**src/rtl/core/tpdc_pkg.sv**
```systemverilog
// ----------------------------------------------------------------------------
// tpdc_pkg
// Types and constants shared by the tuner PLL divider calculator.
// ----------------------------------------------------------------------------
package tpdc_pkg;

  localparam int unsigned FREQ_W  = 20;
  localparam int unsigned PLL_W   = 16;
  localparam int unsigned BYTE_W  = 8;
  localparam int unsigned TUNED_W = 18;

  typedef struct packed {
    logic [FREQ_W-1:0] freq_khz;
    logic              force_fine_step;
  } in_t;

  typedef struct packed {
    logic               valid_res;
    logic [PLL_W-1:0]   pll_divider;
    logic [BYTE_W-1:0]  band_byte;
    logic [TUNED_W-1:0] tuned_khz;
  } out_t;

  // Intermediate frequency in kHz
  localparam logic [TUNED_W-1:0] IF_KHZ = 18'd10700;

  // Band limits, inclusive
  localparam logic [FREQ_W-1:0] FM_LO         = 20'd55000;
  localparam logic [FREQ_W-1:0] FM_HI         = 20'd150000;
  localparam logic [FREQ_W-1:0] FM_COARSE_MAX = 20'd108000;
  localparam logic [FREQ_W-1:0] LW_LO         = 20'd100;
  localparam logic [FREQ_W-1:0] LW_HI         = 20'd1900;
  localparam logic [FREQ_W-1:0] SW1_HI        = 20'd5899;
  localparam logic [FREQ_W-1:0] SW2_HI        = 20'd13870;
  localparam logic [FREQ_W-1:0] SW3_HI        = 20'd19020;
  localparam logic [FREQ_W-1:0] SW4_HI        = 20'd30000;

  // Band control bytes
  localparam logic [BYTE_W-1:0] BYTE_FM_COARSE = 8'b0010_0001;
  localparam logic [BYTE_W-1:0] BYTE_FM_FINE   = 8'b0011_0001;
  localparam logic [BYTE_W-1:0] BYTE_LWMW      = 8'b1110_1101;
  localparam logic [BYTE_W-1:0] BYTE_SW1       = 8'b1101_0001;
  localparam logic [BYTE_W-1:0] BYTE_SW2       = 8'b1011_0001;
  localparam logic [BYTE_W-1:0] BYTE_SW3       = 8'b1001_0001;
  localparam logic [BYTE_W-1:0] BYTE_SW4       = 8'b0111_0001;

endpackage

```
**src/rtl/core/tpdc_cdiv.sv**
```systemverilog
// ----------------------------------------------------------------------------
// tpdc_cdiv
// Truncating division by a constant through a reciprocal multiply.
// Exact as long as X_W bits times the rounding error of the reciprocal
// stay below 2**SHIFT.
// ----------------------------------------------------------------------------
module tpdc_cdiv #(
  parameter int unsigned X_W   = 18,
  parameter int unsigned Q_W   = 16,
  parameter int unsigned DIV   = 5,
  parameter int unsigned SHIFT = 20
) (
  input  logic [X_W-1:0] x,
  output logic [Q_W-1:0] q
);

  localparam int unsigned RECIP = ((1 << SHIFT) + DIV - 1) / DIV;
  localparam int unsigned M_W   = $clog2(RECIP + 1);
  localparam int unsigned P_W   = X_W + M_W;

  localparam logic [M_W-1:0] RECIP_C = M_W'(RECIP);

  logic [P_W-1:0] prod;

  assign prod = P_W'(x) * P_W'(RECIP_C);
  assign q    = prod[SHIFT +: Q_W];

endmodule

```
**src/rtl/core/tuner_pll_divider_calc_unit.sv**
```systemverilog
// ----------------------------------------------------------------------------
// tuner_pll_divider_calc_unit
// PLL divider, band byte and back-computed tuned frequency from a kHz request.
// ----------------------------------------------------------------------------
// Takes one request per clock while the output is not stalled and returns
// one result per request. The work runs through five register stages: band
// decode, divide by five, divide by fifty and remainder checks, divider and
// back-multiply, divide by three and IF subtraction into the output register.
// An output stall freezes the whole pipeline; a one-entry skid register at
// the input absorbs the request that arrives in that cycle, so in_stall is a
// register and never follows out_stall combinationally.
module tuner_pll_divider_calc_unit (
  input  logic          clk,
  input  logic          rst,
  input  logic          in_valid,
  output logic          in_stall,
  input  tpdc_pkg::in_t in_data,
  output logic          out_valid,
  input  logic          out_stall,
  output tpdc_pkg::out_t out_data
);

  typedef enum logic [2:0] {
    BAND_NONE,
    BAND_FM,
    BAND_LWMW,
    BAND_SW1,
    BAND_SW2,
    BAND_SW3,
    BAND_SW4
  } band_t;

  logic          en;
  logic          skid_full;
  tpdc_pkg::in_t skid;
  tpdc_pkg::in_t src;
  logic          v0;

  // stage 0 decode
  band_t       band0;
  logic [17:0] s0;

  // stage 1
  logic        v1;
  band_t       band1;
  logic [17:0] s1;
  logic        fine1;
  logic        le1;
  logic [17:0] x1;
  logic [15:0] q1_next;

  // stage 2
  logic        v2;
  band_t       band2;
  logic [17:0] s2;
  logic [15:0] q2;
  logic        fine2;
  logic        le2;
  logic [17:0] five_q2;
  logic [12:0] q50_next;

  // stage 3
  logic        v3;
  band_t       band3;
  logic [17:0] s3;
  logic [15:0] q3;
  logic [12:0] q50_3;
  logic        fine3;
  logic        le3;
  logic        r5z3;
  logic [15:0] five_q50;
  logic        coarse;
  logic [15:0] p_next;
  logic [7:0]  byte_next;
  logic [17:0] p18;
  logic [17:0] p5;
  logic [17:0] t_next;
  logic        ok_next;

  // stage 4
  logic        v4;
  logic [15:0] p4;
  logic [7:0]  byte4;
  logic [17:0] t4;
  logic        sw4_4;
  logic        ok4;
  logic [15:0] t_div3;
  logic [17:0] tb;

  assign en       = !(out_valid && out_stall);
  assign in_stall = skid_full;
  assign src      = skid_full ? skid : in_data;
  assign v0       = skid_full || in_valid;

  // Input skid: hold a request that arrives while the pipeline is frozen
  always_ff @(posedge clk) begin
    if (rst) begin
      skid_full <= 1'b0;
    end else if (skid_full) begin
      if (en) begin
        skid_full <= 1'b0;
      end
    end else if (in_valid && !en) begin
      skid_full <= 1'b1;
    end
  end

  always_ff @(posedge clk) begin
    if (!skid_full && in_valid && !en) begin
      skid <= in_data;
    end
  end

  // ---------------------------------------------------------------- stage 0
  always_comb begin
    priority if (src.freq_khz >= tpdc_pkg::FM_LO && src.freq_khz <= tpdc_pkg::FM_HI) begin
      band0 = BAND_FM;
    end else if (src.freq_khz >= tpdc_pkg::LW_LO && src.freq_khz <= tpdc_pkg::LW_HI) begin
      band0 = BAND_LWMW;
    end else if (src.freq_khz > tpdc_pkg::LW_HI && src.freq_khz <= tpdc_pkg::SW1_HI) begin
      band0 = BAND_SW1;
    end else if (src.freq_khz > tpdc_pkg::SW1_HI && src.freq_khz <= tpdc_pkg::SW2_HI) begin
      band0 = BAND_SW2;
    end else if (src.freq_khz > tpdc_pkg::SW2_HI && src.freq_khz <= tpdc_pkg::SW3_HI) begin
      band0 = BAND_SW3;
    end else if (src.freq_khz > tpdc_pkg::SW3_HI && src.freq_khz <= tpdc_pkg::SW4_HI) begin
      band0 = BAND_SW4;
    end else begin
      band0 = BAND_NONE;
    end
  end

  // Only in-band values matter, so the sum fits 18 bits there
  assign s0 = 18'(src.freq_khz[17:0] + tpdc_pkg::IF_KHZ);

  always_ff @(posedge clk) begin
    if (en) begin
      band1 <= band0;
      s1    <= s0;
      fine1 <= src.force_fine_step;
      le1   <= (src.freq_khz <= tpdc_pkg::FM_COARSE_MAX);
    end
  end

  // ---------------------------------------------------------------- stage 1
  // Scale the sum so that a single divide by five serves FM, SW1, SW3 and SW4
  always_comb begin
    unique case (band1)
      BAND_SW1: x1 = {s1[14:0], 3'b000};
      BAND_SW3: x1 = {s1[15:0], 2'b00};
      BAND_SW4: x1 = s1 + {s1[16:0], 1'b0};
      default:  x1 = s1;
    endcase
  end

  tpdc_cdiv #(
    .X_W  (18),
    .Q_W  (16),
    .DIV  (5),
    .SHIFT(20)
  ) u_div5 (
    .x(x1),
    .q(q1_next)
  );

  always_ff @(posedge clk) begin
    if (en) begin
      band2 <= band1;
      s2    <= s1;
      q2    <= q1_next;
      fine2 <= fine1;
      le2   <= le1;
    end
  end

  // ---------------------------------------------------------------- stage 2
  assign five_q2 = {q2, 2'b00} + {2'b00, q2};

  // s / 50 = (s / 5 / 2) / 5
  tpdc_cdiv #(
    .X_W  (15),
    .Q_W  (13),
    .DIV  (5),
    .SHIFT(17)
  ) u_div50 (
    .x(q2[15:1]),
    .q(q50_next)
  );

  always_ff @(posedge clk) begin
    if (en) begin
      band3 <= band2;
      s3    <= s2;
      q3    <= q2;
      q50_3 <= q50_next;
      fine3 <= fine2;
      le3   <= le2;
      r5z3  <= (five_q2 == s2);
    end
  end

  // ---------------------------------------------------------------- stage 3
  assign five_q50 = {1'b0, q50_3, 2'b00} + {3'b000, q50_3};

  // IF is a multiple of 50, so the sum is too exactly when the request is
  assign coarse = (band3 == BAND_FM) && r5z3 && !q3[0] &&
                  (five_q50 == {1'b0, q3[15:1]}) && le3 && !fine3;

  always_comb begin
    unique case (band3)
      BAND_FM: begin
        p_next    = coarse ? {3'b000, q50_3} : q3;
        byte_next = coarse ? tpdc_pkg::BYTE_FM_COARSE : tpdc_pkg::BYTE_FM_FINE;
      end
      BAND_LWMW: begin
        p_next    = s3[15:0];
        byte_next = tpdc_pkg::BYTE_LWMW;
      end
      BAND_SW1: begin
        p_next    = q3;
        byte_next = tpdc_pkg::BYTE_SW1;
      end
      BAND_SW2: begin
        p_next    = s3[15:0];
        byte_next = tpdc_pkg::BYTE_SW2;
      end
      BAND_SW3: begin
        p_next    = q3;
        byte_next = tpdc_pkg::BYTE_SW3;
      end
      BAND_SW4: begin
        p_next    = q3;
        byte_next = tpdc_pkg::BYTE_SW4;
      end
      default: begin
        p_next    = '0;
        byte_next = '0;
      end
    endcase
  end

  assign p18     = {2'b00, p_next};
  assign p5      = {p18[15:0], 2'b00} + p18;
  assign ok_next = (band3 != BAND_NONE);

  // Back-multiply: frequency before the IF is removed
  always_comb begin
    unique case (band3)
      BAND_FM:  t_next = coarse ? ({p18[12:0], 5'b00000} + {p18[13:0], 4'b0000} +
                                   {p18[16:0], 1'b0}) : p5;
      BAND_SW1: t_next = {3'b000, p5[17:3]};
      BAND_SW3: t_next = {2'b00, p5[17:2]};
      BAND_SW4: t_next = p5;
      default:  t_next = p18;
    endcase
  end

  always_ff @(posedge clk) begin
    if (en) begin
      p4    <= p_next;
      byte4 <= byte_next;
      t4    <= t_next;
      sw4_4 <= (band3 == BAND_SW4);
      ok4   <= ok_next;
    end
  end

  // ---------------------------------------------------------------- stage 4
  tpdc_cdiv #(
    .X_W  (17),
    .Q_W  (16),
    .DIV  (3),
    .SHIFT(18)
  ) u_div3 (
    .x(t4[16:0]),
    .q(t_div3)
  );

  assign tb = sw4_4 ? {2'b00, t_div3} : t4;

  always_ff @(posedge clk) begin
    if (en) begin
      out_data.valid_res   <= ok4;
      out_data.pll_divider <= p4;
      out_data.band_byte   <= byte4;
      out_data.tuned_khz   <= (tb < tpdc_pkg::IF_KHZ) ? '0 : tb - tpdc_pkg::IF_KHZ;
    end
  end

  // Valid bits travel with the data and freeze on a stall
  always_ff @(posedge clk) begin
    if (rst) begin
      v1        <= 1'b0;
      v2        <= 1'b0;
      v3        <= 1'b0;
      v4        <= 1'b0;
      out_valid <= 1'b0;
    end else if (en) begin
      v1        <= v0;
      v2        <= v1;
      v3        <= v2;
      v4        <= v3;
      out_valid <= v4;
    end
  end

endmodule

```
**config.mk**
```make
export PLATFORM = sky130hd
export DESIGN_NAME = tuner_pll_divider_calc_unit
export DESIGN_NICKNAME = d
export VERILOG_FILES = /design/src/rtl/core/tpdc_pkg.sv /design/src/rtl/core/tpdc_cdiv.sv /design/src/rtl/core/tuner_pll_divider_calc_unit.sv
export SDC_FILE = /design/constraint.sdc
export NUM_CORES = 2
export LEC_CHECK = 0
export ABC_CLOCK_PERIOD_IN_PS = 13900
export BUFFER_PORTS_ARGS = -buffer_cell sky130_fd_sc_hd__buf_2
export CAP_MARGIN = 30
export CELL_PAD_IN_SITES_DETAIL_PLACEMENT = 0
export CELL_PAD_IN_SITES_GLOBAL_PLACEMENT = 1
export CORE_ASPECT_RATIO = 0.7
export CORE_UTILIZATION = 56
export DETAILED_ROUTE_END_ITERATION = 8
export HOLD_SLACK_MARGIN = 0.06
export PLACE_DENSITY = 0.92
export SLEW_MARGIN = 10
export SYNTH_ARGS = -nofsm -noshare
export SYNTH_HDL_FRONTEND = slang
export SYNTH_HIERARCHICAL = 1
export SYNTH_SLANG_ARGS = --single-unit
```
**constraint.sdc**
```tcl
create_clock -name clk -period 13.9 [get_ports clk]
set_input_delay 2.085 -clock clk [delete_from_list [all_inputs] [get_ports clk]]
set_output_delay 2.085 -clock clk [all_outputs]
set_load 0.01 [all_outputs]
```
==> report_table.html <==
<table>
<tr><th>Metric</th><th>Value</th></tr>
<tr><th colspan="2">Timing</th></tr>
<tr><td>Min Tclk post-route</td><td>between 8 and 9 ns</td></tr>
<tr><td>Final Cycle Share</td><td>62.9%</td></tr>
<tr><td>Setup Skew</td><td>0.0169 ns</td></tr>
<tr><td>Slew @ Worst Pin</td><td>1.05 ns</td></tr>
<tr><td>Setup violations, final</td><td>0</td></tr>
<tr><td>Final Hold Fails</td><td>0</td></tr>
<tr><td>Number of max-slew violations in the final report</td><td>0</td></tr>
<tr><td>Unrepaired setup endpoints after global routing</td><td>no</td></tr>
<tr><td>Achievable clock frequency</td><td>around 0.11 GHz</td></tr>
<tr><td>Worst rel slew slack</td><td>between 20 and 30%</td></tr>
<tr><td>Setup slack after layout</td><td>5.15 ns</td></tr>
<tr><td>Setup Total Neg Slack</td><td>0 ns</td></tr>
<tr><th colspan="2">Die</th></tr>
<tr><td>Number of standard-cell rows in the floorplan</td><td>69</td></tr>
<tr><td>Number of I/O pins</td><td>70</td></tr>
<tr><td>Area inside the core boundary</td><td>approximately 51000 um2</td></tr>
<tr><td>Initial cell density of the core</td><td>between 50% and 60%</td></tr>
<tr><td>Die boundary height</td><td>192 um</td></tr>
<tr><td>DIE WIDTH</td><td>around 270 um</td></tr>
<tr><td>Die area</td><td>approximately 52000 um2</td></tr>
<tr><th colspan="2">Min path</th></tr>
<tr><td>Cell depth of the worst min-delay path</td><td>0</td></tr>
<tr><td>Type of the most critical hold path</td><td>reg2reg</td></tr>
<tr><td>Startpoint of the most critical hold path</td><td>p4[13]$_DFFE_PN_</td></tr>
<tr><td>Worst Hold Endpoint</td><td>out_data[39]$_DFFE_PN_</td></tr>
<tr><th colspan="2">Clock network</th></tr>
<tr><td>Post-CTS Setup Repair Bufs</td><td>0</td></tr>
<tr><td>Clock latency of the later-clocked register in the worst-skew pair</td><td>around 0.57 ns</td></tr>
<tr><td>Sink Count</td><td>223</td></tr>
<tr><td>Clock tree from TritonCTS</td><td>done</td></tr>
<tr><td>Maximum buffer depth of the clock tree</td><td>3</td></tr>
<tr><td>H-tree depth</td><td>1</td></tr>
<tr><td>Total of cells resized after clock tree synthesis</td><td>0</td></tr>
<tr><td>Clock root cell</td><td>sky130_fd_sc_hd__clkbuf_16</td></tr>
<tr><td>CTS clock-pin slew for the worst setup and hold paths</td><td>~0.070 ns</td></tr>
<tr><td>Count of hold-fix buffers inserted at cts</td><td>0</td></tr>
<tr><td>CTS buffer count</td><td>25</td></tr>
<tr><th colspan="2">Yosys</th></tr>
<tr><td>Area share of the largest cell type after synthesis</td><td>a little under a quarter</td></tr>
<tr><td>Sequential cell area fraction in the yosys report</td><td>23.0%</td></tr>
<tr><td>Share of synthesized cell area in full adder, half adder and majority cells</td><td>38.8%</td></tr>
<tr><td>Area fraction in compound gates after synthesis</td><td>14.0%</td></tr>
<tr><td>Post-synthesis share of cell area spent on and, or, nand and nor gates</td><td>just under 9%</td></tr>
<tr><td>Post-synthesis register bit count</td><td>around 220</td></tr>
<tr><td>Synthesized netlist net count</td><td>3659</td></tr>
<tr><td>Cell area after synthesis</td><td>around 29000 um2</td></tr>
<tr><td>Post-Synthesis Cells</td><td>2900</td></tr>
<tr><td>Dominant combinational cell family by area after synthesis</td><td>adder cells</td></tr>
<tr><td>Number of enable flip-flop cells after synthesis</td><td>~220</td></tr>
<tr><td>Total of warnings raised by yosys</td><td>6</td></tr>
<tr><td>Post-synth top flop</td><td>sky130_fd_sc_hd__edfxtp_1</td></tr>
<tr><td>Multiplexer share of the synthesized area</td><td>about 1.7%</td></tr>
<tr><td>Post-Syn Area per Cell</td><td>slightly below 10 um2</td></tr>
<tr><td>Top area cells in the synthesized netlist</td><td>sky130_fd_sc_hd__edfxtp_1 (23%), sky130_fd_sc_hd__ha_1 (20%), sky130_fd_sc_hd__fa_1 (18%)</td></tr>
<tr><td>Synth area leader</td><td>sky130_fd_sc_hd__edfxtp_1</td></tr>
<tr><td>Number of distinct library cells after synthesis</td><td>a little over 100</td></tr>
<tr><td>Parity-gate share of the synthesized area counting xor and xnor cells</td><td>around 5.6%</td></tr>
<tr><td>Synth async-reset ratio</td><td>0%</td></tr>
<tr><th colspan="2">Run status</th></tr>
<tr><td>Result of the run</td><td>completed</td></tr>
<tr><th colspan="2">Setup path</th></tr>
<tr><td>Data arrival, critical path</td><td>between 9 and 10 ns</td></tr>
<tr><td>CP Capture Type</td><td>register</td></tr>
<tr><td>Worst Reg-to-Reg Cells</td><td>31</td></tr>
<tr><td>CP Max Fanout</td><td>7</td></tr>
<tr><td>Endpoint required time on the critical path</td><td>about 14 ns</td></tr>
<tr><td>Class of the most critical setup path</td><td>reg2reg</td></tr>
<tr><td>Reg2Reg Capture Point</td><td>q2[12]$_DFFE_PN_</td></tr>
<tr><td>Critical path's slowest cell</td><td>sky130_fd_sc_hd__o21ai_0</td></tr>
<tr><td>Slack of the worst reg-to-reg path</td><td>approximately 5.2 ns</td></tr>
<tr><td>Reg-to-Reg Start</td><td>s1[1]$_DFFE_PN_</td></tr>
<tr><td>Worst path max stage delay</td><td>approximately 0.70 ns</td></tr>
<tr><td>Setup crit start kind</td><td>register</td></tr>
<tr><th colspan="2">Finish</th></tr>
<tr><td>Final core utilization</td><td>60.6%</td></tr>
<tr><td>Synthesis-to-layout area growth</td><td>6.69%</td></tr>
<tr><td>Commonest cells after routing, fill and taps aside</td><td>sky130_fd_sc_hd__inv_1 (543), sky130_fd_sc_hd__ha_1 (469), sky130_fd_sc_hd__fa_1 (265), sky130_fd_sc_hd__edfxtp_1 (217), sky130_fd_sc_hd__a21oi_1 (148)</td></tr>
<tr><td>Leading cell type in the layout, fill and taps excluded</td><td>sky130_fd_sc_hd__inv_1</td></tr>
<tr><td>Ratio of cells with drive above 1 in the final layout</td><td>under 10%</td></tr>
<tr><td>Final instance area</td><td>about 31000 um2</td></tr>
<tr><td>Layout Nets</td><td>3720</td></tr>
<tr><td>Diode count</td><td>0</td></tr>
<tr><th colspan="2">Drt</th></tr>
<tr><td>Highest Signal Layer</td><td>met4</td></tr>
<tr><td>Detailed-route wire length on metal 1</td><td>~35000 um</td></tr>
<tr><td>Antenna viol nets, final</td><td>0</td></tr>
<tr><td>Number of optimization iterations in the first detailed-route pass</td><td>7</td></tr>
<tr><td>First-iteration detailed-routing DRC count</td><td>around 1700</td></tr>
<tr><td>Met2 Wirelength</td><td>around 33000 um</td></tr>
<tr><td>Met3 wire length</td><td>5070 um</td></tr>
<tr><td>Via count</td><td>~22000</td></tr>
<tr><td>Drt wl/cell</td><td>20.3 um</td></tr>
<tr><td>DR vias/cell</td><td>roughly 6</td></tr>
<tr><td>Total detailed-routing wirelength</td><td>74300 um</td></tr>
<tr><td>Post-route DRC</td><td>0</td></tr>
<tr><th colspan="2">Run</th></tr>
<tr><td>Number of violations of the max-capacitance limit</td><td>0</td></tr>
<tr><th colspan="2">Global route</th></tr>
<tr><td>Maximum number of pins on one net before global-route repair</td><td>175</td></tr>
<tr><td>Wire length of the first global-routing pass</td><td>between 100000 and 150000 um</td></tr>
<tr><td>Global route total overflow</td><td>0</td></tr>
<tr><td>Initial antenna violation count</td><td>0</td></tr>
<tr><td>Number of global-route vias before repair</td><td>about 22000</td></tr>
<tr><td>Total global routing track utilization</td><td>slightly below 30%</td></tr>
<tr><th colspan="2">Placement</th></tr>
<tr><td>Count of buffers from port buffering</td><td>68</td></tr>
<tr><td>GPL Wtd Cong</td><td>roughly 1</td></tr>
<tr><td>Detailed Place HPWL</td><td>just over 60000 um</td></tr>
<tr><td>Worst Setup Slack post-DPL</td><td>about 5 ns</td></tr>
<tr><td>Placed Instance Area</td><td>around 30000 um2</td></tr>
</table>
-- logic make-up after synthesis --
kind of cell / Yosys count
other: 1
XOR/XNOR: 179
flip-flops: 223
adder cells (fa/ha/maj): 736
buffers and inverters: 601
multiplexers: 47
AND/OR/NAND/NOR: 525
AO/OA/AOI/OAI: 588
-- sequential cells by signal, summed over array words and instances (netlist names), 3 cells and up --
signal,flops
band1,3
band2,3
band3,3
byte4,6
out_data,41
p4,16
q2,16
q3,16
q50_3,13
s1,18
s2,18
s3,16
skid,21
t4,18
-- final cells by class --
type                       count  area [um2]
fill                        4275       20000
clock inverter                18         136
clock buffer                  28         658
multi-input combinational   2076       19900
tap                          674         843
sequential                   223        6640
timing repair buffer          92         541
inverter                     543        2040
-- critical path: cells and delay by family (launching register included) --
kind / cells / cell delay [ns]
flops: 1 / 0.53
xor+xnor: 2 / 0.34
fa+ha+maj: 9 / 3.73
buf+inv: 4 / 0.20
compound gates: 16 / 3.68
-- cell usage after synthesis (8+ instances only) --
master                       n
sky130_fd_sc_hd__a211oi_1   22
sky130_fd_sc_hd__a21o_1     64
sky130_fd_sc_hd__a21oi_1   148
sky130_fd_sc_hd__a221oi_1   10
sky130_fd_sc_hd__a22oi_1    10
sky130_fd_sc_hd__a31oi_1    20
sky130_fd_sc_hd__and2_1     10
sky130_fd_sc_hd__and3_1     30
sky130_fd_sc_hd__and4_1      8
sky130_fd_sc_hd__buf_1       8
sky130_fd_sc_hd__buf_4       8
sky130_fd_sc_hd__clkbuf_1   36
sky130_fd_sc_hd__edfxtp_1  217
sky130_fd_sc_hd__fa_1      265
sky130_fd_sc_hd__ha_1      469
sky130_fd_sc_hd__inv_1     543
sky130_fd_sc_hd__mux2_2     14
sky130_fd_sc_hd__mux2i_1    32
sky130_fd_sc_hd__nand2_1   144
sky130_fd_sc_hd__nand2b_1   17
sky130_fd_sc_hd__nand3_1    48
sky130_fd_sc_hd__nand4_1    25
sky130_fd_sc_hd__nor2_1    121
sky130_fd_sc_hd__nor2b_1    20
sky130_fd_sc_hd__nor3_1     44
sky130_fd_sc_hd__nor4_1     16
sky130_fd_sc_hd__o211ai_1   19
sky130_fd_sc_hd__o21a_1     18
sky130_fd_sc_hd__o21ai_0   112
sky130_fd_sc_hd__o21ai_1    13
sky130_fd_sc_hd__o21bai_1   24
sky130_fd_sc_hd__o221ai_1   17
sky130_fd_sc_hd__o22ai_1     8
sky130_fd_sc_hd__or3_1       9
sky130_fd_sc_hd__xnor2_1   105
sky130_fd_sc_hd__xor2_1     71
-- metrics by stage --
step,cells,hold slack [ns]
global placement,3599,0.402
detailed placement,3603,0.406
global route,3654,0.423
floorplan,2900,0.400
CTS,3649,0.420
finish,3654,0.416
-- worst max path at each step --
stage / start / end / slack (ns) / cells after the start
3_3_place_gp: s1[1]$_DFFE_PN_ / q2[12]$_DFFE_PN_ / 5.27 / 32
4_1_cts: s1[1]$_DFFE_PN_ / q2[12]$_DFFE_PN_ / 4.96 / 32
2_1_floorplan: out_stall / skid[0]$_DFFE_PP_ / 4.92 / 2
5_1_grt: s1[1]$_DFFE_PN_ / q2[12]$_DFFE_PN_ / 4.74 / 31
6_report: s1[1]$_DFFE_PN_ / q2[12]$_DFFE_PN_ / 5.15 / 31
3_5_place_dp: s1[1]$_DFFE_PN_ / q2[12]$_DFFE_PN_ / 5.01 / 32
-- routing by layer --
metal | global-route usage (%) | vias to the layer above
met3 | 4.05 | 86
met4 | 5.07 | 0
met5 | 0 | -
met2 | 45.9 | 769
li1 | - | 10200
met1 | 43.0 | 10700
Power is not shown: default switching activity piles up to over one toggle a cycle in this logic, so the estimate is an artifact.
